[config.mk]
export PLATFORM = sky130hd
export DESIGN_NAME = mvt_merge
export DESIGN_NICKNAME = d
export VERILOG_FILES = /design/src/hdl/matrix4_vector_transform_unit_defines.svh /design/src/hdl/mvt_pkg.sv /design/src/hdl/mvt_merge.sv
export SDC_FILE = /design/constraint.sdc
export NUM_CORES = 1
export LEC_CHECK = 0
export ABC_CLOCK_PERIOD_IN_PS = 11100
export BUFFER_PORTS_ARGS = -buffer_cell sky130_fd_sc_hd__buf_2
export CORE_AREA = 2 2 253 255
export DETAILED_ROUTE_END_ITERATION = 8
export DIE_AREA = 0 0 255 257
export GPL_TIMING_DRIVEN = 0
export PLACE_DENSITY = 0.55
export SKIP_CTS_REPAIR_TIMING = 1
export SLEW_MARGIN = 20
export SYNTH_ARGS = -nofsm -noshare
export SYNTH_HDL_FRONTEND = slang
export SYNTH_SLANG_ARGS = --single-unit
[constraint.sdc]
create_clock -name i_clk -period 11.1 [get_ports i_clk]
set_input_delay 2.22 -clock i_clk [delete_from_list [all_inputs] [get_ports i_clk]]
set_output_delay 2.22 -clock i_clk [all_outputs]
set_load 0.02 [all_outputs]
[src/hdl/matrix4_vector_transform_unit_defines.svh]
// ----------------------------------------------------------------------------
// Assertion macros for the matrix/vector transform unit
// Clocked assertion helpers shared by the RTL that checks itself.
// ----------------------------------------------------------------------------
`ifndef MATRIX4_VECTOR_TRANSFORM_UNIT_DEFINES_SVH
`define MATRIX4_VECTOR_TRANSFORM_UNIT_DEFINES_SVH

// property checked on every rising edge outside reset
`define MVT_ASSERT(label, prop, msg) \
    label: assert property (@(posedge i_clk) disable iff (!i_rst_n) (prop)) else $error(msg);

// expression that must never be true outside reset
`define MVT_NEVER(label, expr, msg) \
    label: assert property (@(posedge i_clk) disable iff (!i_rst_n) !(expr)) else $error(msg);

`endif

[src/hdl/mvt_pkg.sv]
// ----------------------------------------------------------------------------
// mvt_pkg
// Widths, types and constants of the matrix/vector transform unit.
// ----------------------------------------------------------------------------
package mvt_pkg;

    localparam int FRAC_BITS  = 16;
    localparam int ELEM_WIDTH = 32;
    localparam int FIELD_W    = 32;
    localparam int NUM_LANES  = 4;
    localparam int NUM_REGS   = 8;
    localparam int CFG_IDX_W  = $clog2(NUM_REGS);
    localparam int CFG_DATA_W = 2 * FIELD_W;
    localparam int PROD_W     = 2 * ELEM_WIDTH;
    localparam int PAIR_W     = PROD_W + 1;
    localparam int SUM_W      = PROD_W + 2;
    localparam int FUNC_W     = 2;

    typedef logic signed [ELEM_WIDTH-1:0] t_elem;
    typedef logic signed [PROD_W-1:0]     t_prod;
    typedef logic signed [PAIR_W-1:0]     t_pair;
    typedef logic signed [SUM_W-1:0]      t_sum;
    typedef logic [CFG_DATA_W-1:0]        t_mat_reg;

    typedef enum logic [FUNC_W-1:0] {
        FUNC_MAT_VEC = 2'd0,
        FUNC_VEC_MAT = 2'd1,
        FUNC_DIAG    = 2'd2,
        FUNC_NONE    = 2'd3
    } t_func;

    typedef struct packed {
        logic load_prod;
        logic load_pair;
    } t_pipe_ctrl;

    localparam t_mat_reg MAT_RESET [NUM_REGS] = '{
        64'h0000_0000_0001_0000, 64'h0,
        64'h0001_0000_0000_0000, 64'h0,
        64'h0,                   64'h0000_0000_0001_0000,
        64'h0,                   64'h0001_0000_0000_0000
    };

endpackage

[src/hdl/mvt_merge.sv]
// ----------------------------------------------------------------------------
// mvt_merge
// Final add, truncating shift and saturation of all lanes; output register.
// ----------------------------------------------------------------------------
module mvt_merge
    import mvt_pkg::*;
(
    input  logic  i_clk,
    input  logic  i_load,
    input  t_pair i_pair [NUM_LANES][2],
    output t_elem o_elem [NUM_LANES],
    output logic  o_sat
);

    localparam t_sum MAX_S = SUM_W'($signed({1'b0, {(ELEM_WIDTH-1){1'b1}}}));
    localparam t_sum MIN_S = SUM_W'($signed({1'b1, {(ELEM_WIDTH-1){1'b0}}}));

    t_sum  sum     [NUM_LANES];
    t_sum  shifted [NUM_LANES];
    t_elem r_elem  [NUM_LANES];
    t_elem n_elem  [NUM_LANES];
    logic  r_sat;
    logic  n_sat;

    always_comb begin
        n_sat = 1'b0;
        for (int i = 0; i < NUM_LANES; i++) begin
            sum[i]     = SUM_W'(i_pair[i][0]) + SUM_W'(i_pair[i][1]);
            shifted[i] = sum[i] >>> FRAC_BITS;
            if (shifted[i] > MAX_S) begin
                n_elem[i] = MAX_S[ELEM_WIDTH-1:0];
                n_sat     = 1'b1;
            end else if (shifted[i] < MIN_S) begin
                n_elem[i] = MIN_S[ELEM_WIDTH-1:0];
                n_sat     = 1'b1;
            end else begin
                n_elem[i] = shifted[i][ELEM_WIDTH-1:0];
            end
        end
    end

    always_ff @(posedge i_clk) begin
        if (i_load) begin
            r_elem <= n_elem;
            r_sat  <= n_sat;
        end
    end

    assign o_elem = r_elem;
    assign o_sat  = r_sat;

endmodule

# ---- After elaboration in Yosys (flattened, before gate mapping)
# Index checks and enable logic that the tools add are counted.
dict set report word_totals {
  register_bits 129
  input_bits 522
  out_inout_bits 129
  wordCells 23
}
dict set report classes {
  addsub 4
  order_cmp 8
  muxes 5
  n_reduce_logical 1
}
# cell count
set ops {}
lappend ops {{$add 65x65->66} 4}
lappend ops {{$gt 50x32->1 const B} 4}
lappend ops {{$lt 50x32->1 const B} 4}
lappend ops {{$mux 32} 4}
lappend ops {{$reduce_or 7->1} 1}
lappend ops {{$mux 1} 1}

# ---- Logic depth before layout (Yosys ltp)
dict set report logic_depth {
  word_depth 3
  depth_mapped 16
  ltp_nobuf 13
}

# ---- Worst setup path before layout
# No wires, ideal clock.
dict set report synth_path {
  path_kind {input to register}
  startpoint {input port i_pair[52] in the netlist's numbering}
  endpoint {register r_elem (netlist bit o_elem[0]), data pin}
  setup_ns 0.258
  arrival_ns 5.750
  required_time_ns 10.842
  slack_ns 5.091
  cell_stages 16
  n_path_buf 3
  cell_sequence {ha_1 clkbuf_1 nand4_1 or3_1 or4_1 or2_0 a2bb2oi_1 a31oi_1 xnor2_1 o21ai_0 or3_1 nor3_1 or2_1 buf_2 buf_2 nand2_1}
}
dict set report synth_between {
  elab_chain_cells 3
  word_cells_on_any_way 4
  cone_classes {1 x add/sub; 2 x order compare; 1 x mux}
}
# item line_no
set synth_lines {}
lappend synth_lines {{start: declaration} mvt_merge.sv:10} ;# input t_pair i_pair [NUM_LANES][2],
lappend synth_lines {{$add 65x65->66 (*)} mvt_merge.sv:28} ;# sum[i] = SUM_W'(i_pair[i][0]) + SUM_W'(i_pair[i][1]);
lappend synth_lines {{$lt 50x32->1} mvt_merge.sv:33} ;# end else if (shifted[i] < MIN_S) begin
lappend synth_lines {{$mux 32} mvt_merge.sv:33}
lappend synth_lines {{end signal: assignment} mvt_merge.sv:44} ;# r_elem <= n_elem;
lappend synth_lines {{end: declaration} mvt_merge.sv:20} ;# t_elem r_elem [NUM_LANES];
# Every way passes the cells marked *; elsewhere a longest branch is shown, timed or not.
# A chain may end at the register's enable or synchronous reset.

# ---- Final worst setup path
dict set report layout_path {
  startpoint {input port i_pair[29] in the netlist's numbering}
  endpoint {register r_elem (netlist bit o_elem[22]), data pin}
}
# The elaborated chain is that of the path after synthesis.

==> results.sh <==
export IMPL_status="complete, no violations"
export IMPL_grt_max_degree=73
export IMPL_worstPathRequired_ns=11.30
export IMPL_dr_pass1_iters=7
export IMPL_tns_ns=0
export IMPL_synth_enable_flop_cells=129
export IMPL_synth_cells=2856
export IMPL_cts_sinks=129
export IMPL_clock_fmax_mhz=140
export IMPL_period_share_pct=64.3
export IMPL_cp_end_kind="flop"
export IMPL_synth_area_per_cell_sq_um=7.41
export IMPL_antenna_left=0
export IMPL_ff_latch_area_sq_um=3870
export IMPL_async_flop_share_pct=0
export IMPL_cts_buffers=17
export IMPL_grtUsageTotal_pct=28.4
export IMPL_vias=25600
export IMPL_worst_setup_path_type="in -> reg"
export IMPL_cts_htree_levels=4
export IMPL_antenna_found_initial=9
export IMPL_drive_gt1_share_pct=21.4
export IMPL_grt_pass1_wl_um=143000
export IMPL_cp_max_fo=10
export IMPL_cts_tree="done"
export IMPL_ys_ff_latch=129
export IMPL_max_slew_margin_pct=32.2
export IMPL_setup_violations_final=0
export IMPL_grt_overflow=0
export IMPL_synth_top_area_cell="edfxtp_1"
export IMPL_die_w_um=255
export IMPL_finalWirelength_um=97100
export IMPL_power_density_nw_per_um2=107
export IMPL_worst_pin_slew_ns=1.02
export IMPL_layout_min_cycle_time_ns=7.13
export IMPL_syn2layout_area_growth_pct=23.4
export IMPL_ir_drop_mv=0.102
export IMPL_hold_violations=0
export IMPL_grt_pass1_vias=24100
export IMPL_final_net_count=4304
export IMPL_synth_most_common_cell="a21oi_1"
export IMPL_multi_input_area_sq_um=16400
export IMPL_port_buffers=650
export IMPL_seq_area_frac_synth_pct=18.3
export IMPL_critPathArrivalTime_ns=7.33
export IMPL_fp_dieH_um=257
export IMPL_syn_nets=3634
export IMPL_drtIter0Drc=2230
export IMPL_drc=0
export IMPL_initial_core_util_pct=33.7
export IMPL_dp_hpwl_um=82900
export IMPL_num_rows=92
export IMPL_rsz0062_at_grt="no"
export IMPL_ys_dominant_reg_cell="edfxtp_1"
export IMPL_ys_warn_count=0
export IMPL_leakagePower_nw=11.0
export IMPL_cap_violations=0
export IMPL_cts_clk_slew_worst_paths_ns=0.07
export IMPL_detail_route_wl_per_cell_um=22.1
export IMPL_synth_top_area_share_pct=18.3
export IMPL_dpl_cell_area_sq_um=25500
export IMPL_synth_top_cells_by_count="379 x a21oi_1, 362 x nand2_1, 256 x ha_1"
export IMPL_start_kind="primary input"
export IMPL_synth_area_top_cells="edfxtp_1 18%, ha_1 15%, a21oi_1 9.0%"
export IMPL_io_pins=651
export IMPL_core_area_sq_um=62700
export IMPL_die_area_sq_um=65500
export IMPL_syn_area_sq_um=21200
export IMPL_final_max_slew_viol_count=0
export IMPL_viasPerCell=5.82
export IMPL_nFillCells=6710
export IMPL_hold_path_class="in -> reg"
export IMPL_place_congestion=0.962
export IMPL_root_buffer="clkbuf_16"
export IMPL_clockBufferDepth=2
export IMPL_stdcell_area_sq_um=26100
export IMPL_yosysUniqueCellTypes=84
-- metal layers --
layer	wire length, um	vias up	global-route usage (%)	part of all wire [%]
li1	-	12300	-	-
met1	42000	12000	37.5	43
met2	44700	1132	46.4	46
met3	6890	150	3.92	7.1
met4	3450	2	11.2	3.6
met5	13	-	0	0.013
-- where the power goes --
part           internal [mW]  switching (mW)  leakage (nW)
sequential             0.633          0.0305          1.28
clock                  0.296           0.286         0.275
combinational          0.538            1.00          9.48
-- cells in the final DEF (no fill, tap or decap), types with 21 or more instances in the layout --
| cell | count |
|---|---|
| a211oi_1 | 34 |
| a21o_1 | 80 |
| a21oi_1 | 379 |
| a31oi_1 | 34 |
| buf_2 | 672 |
| clkbuf_1 | 95 |
| edfxtp_1 | 129 |
| ha_1 | 256 |
| inv_1 | 75 |
| nand2_1 | 362 |
| nand3_1 | 71 |
| nand4_1 | 124 |
| nor2_1 | 181 |
| nor3_1 | 73 |
| nor4_1 | 29 |
| o211ai_1 | 41 |
| o21a_1 | 31 |
| o21ai_0 | 226 |
| o21ai_1 | 21 |
| o21bai_1 | 53 |
| o31ai_1 | 25 |
| or3_1 | 28 |
| xnor2_1 | 98 |
| xor2_1 | 70 |
-- cell families after synthesis --
logic type	count (synthesis)	synth area share, %
flip-flops	129	18.3
AND/OR/NAND/NOR	991	22.6
multiplexers	8	0.390
buffers and inverters	204	3.98
AO/OA/AOI/OAI	1100	32.7
XOR/XNOR	168	6.96
adder cells (fa/ha/maj)	256	15.1
-- layout make-up --
cell class / count / area share [%]
multi-input combinational: 2523 / 63.0
sequential: 129 / 14.8
timing repair buffer: 651 / 12.6
tap: 846 / 4.06
buffer: 129 / 2.14
clock buffer: 17 / 1.63
inverter: 75 / 1.08
clock inverter: 15 / 0.556
antenna: 7 / 0.0671
-- registers in the layout, summed over array words and instances, names as in the netlist --
name / flops
o_elem: 128
o_sat: 1
-- path summary, 6_finish.rpt --
check       start    endpoint  slack (ns)  depth (start not counted)
max    i_pair[29]  o_elem[22]        3.97                         17
min        i_load  o_elem[94]        2.19                          1
-- through the flow --
step / instances / utilization, % / setup slack, ns / power, mW / hold WS (ns)
6_report: 4392 / 41.6 / 3.97 / 2.79 / 2.19
5_1_grt: 4392 / 41.6 / 3.69 / 2.95 / 2.20
4_1_cts: 4385 / 41.6 / 4.24 / 2.78 / 2.16
3_5_place_dp: 4353 / 40.7 / 3.69 / 2.18 / 2.67
3_3_place_gp: 4352 / 40.6 / 3.29 / 2.19 / 2.67
2_1_floorplan: 2856 / - / 5.09 / 1.63 / 2.33
-- worst max-delay path, stage by stage --
cell and delay [ns]:
buf_2 0.10, ha_1 0.33, clkbuf_1 0.25, nand2_1 0.22, o21ai_0 0.15, a2111oi_0 0.67, nand3_1 0.14, o21ai_1 0.73
o32ai_1 0.30, nor4_1 0.28, o21ai_0 0.11, or3_1 0.44, nor3_1 0.46, or2_1 0.20, buf_2 0.23, buf_2 0.28
nand2_1 0.20
No activity file was read; power rests on OpenSTA's default activity.
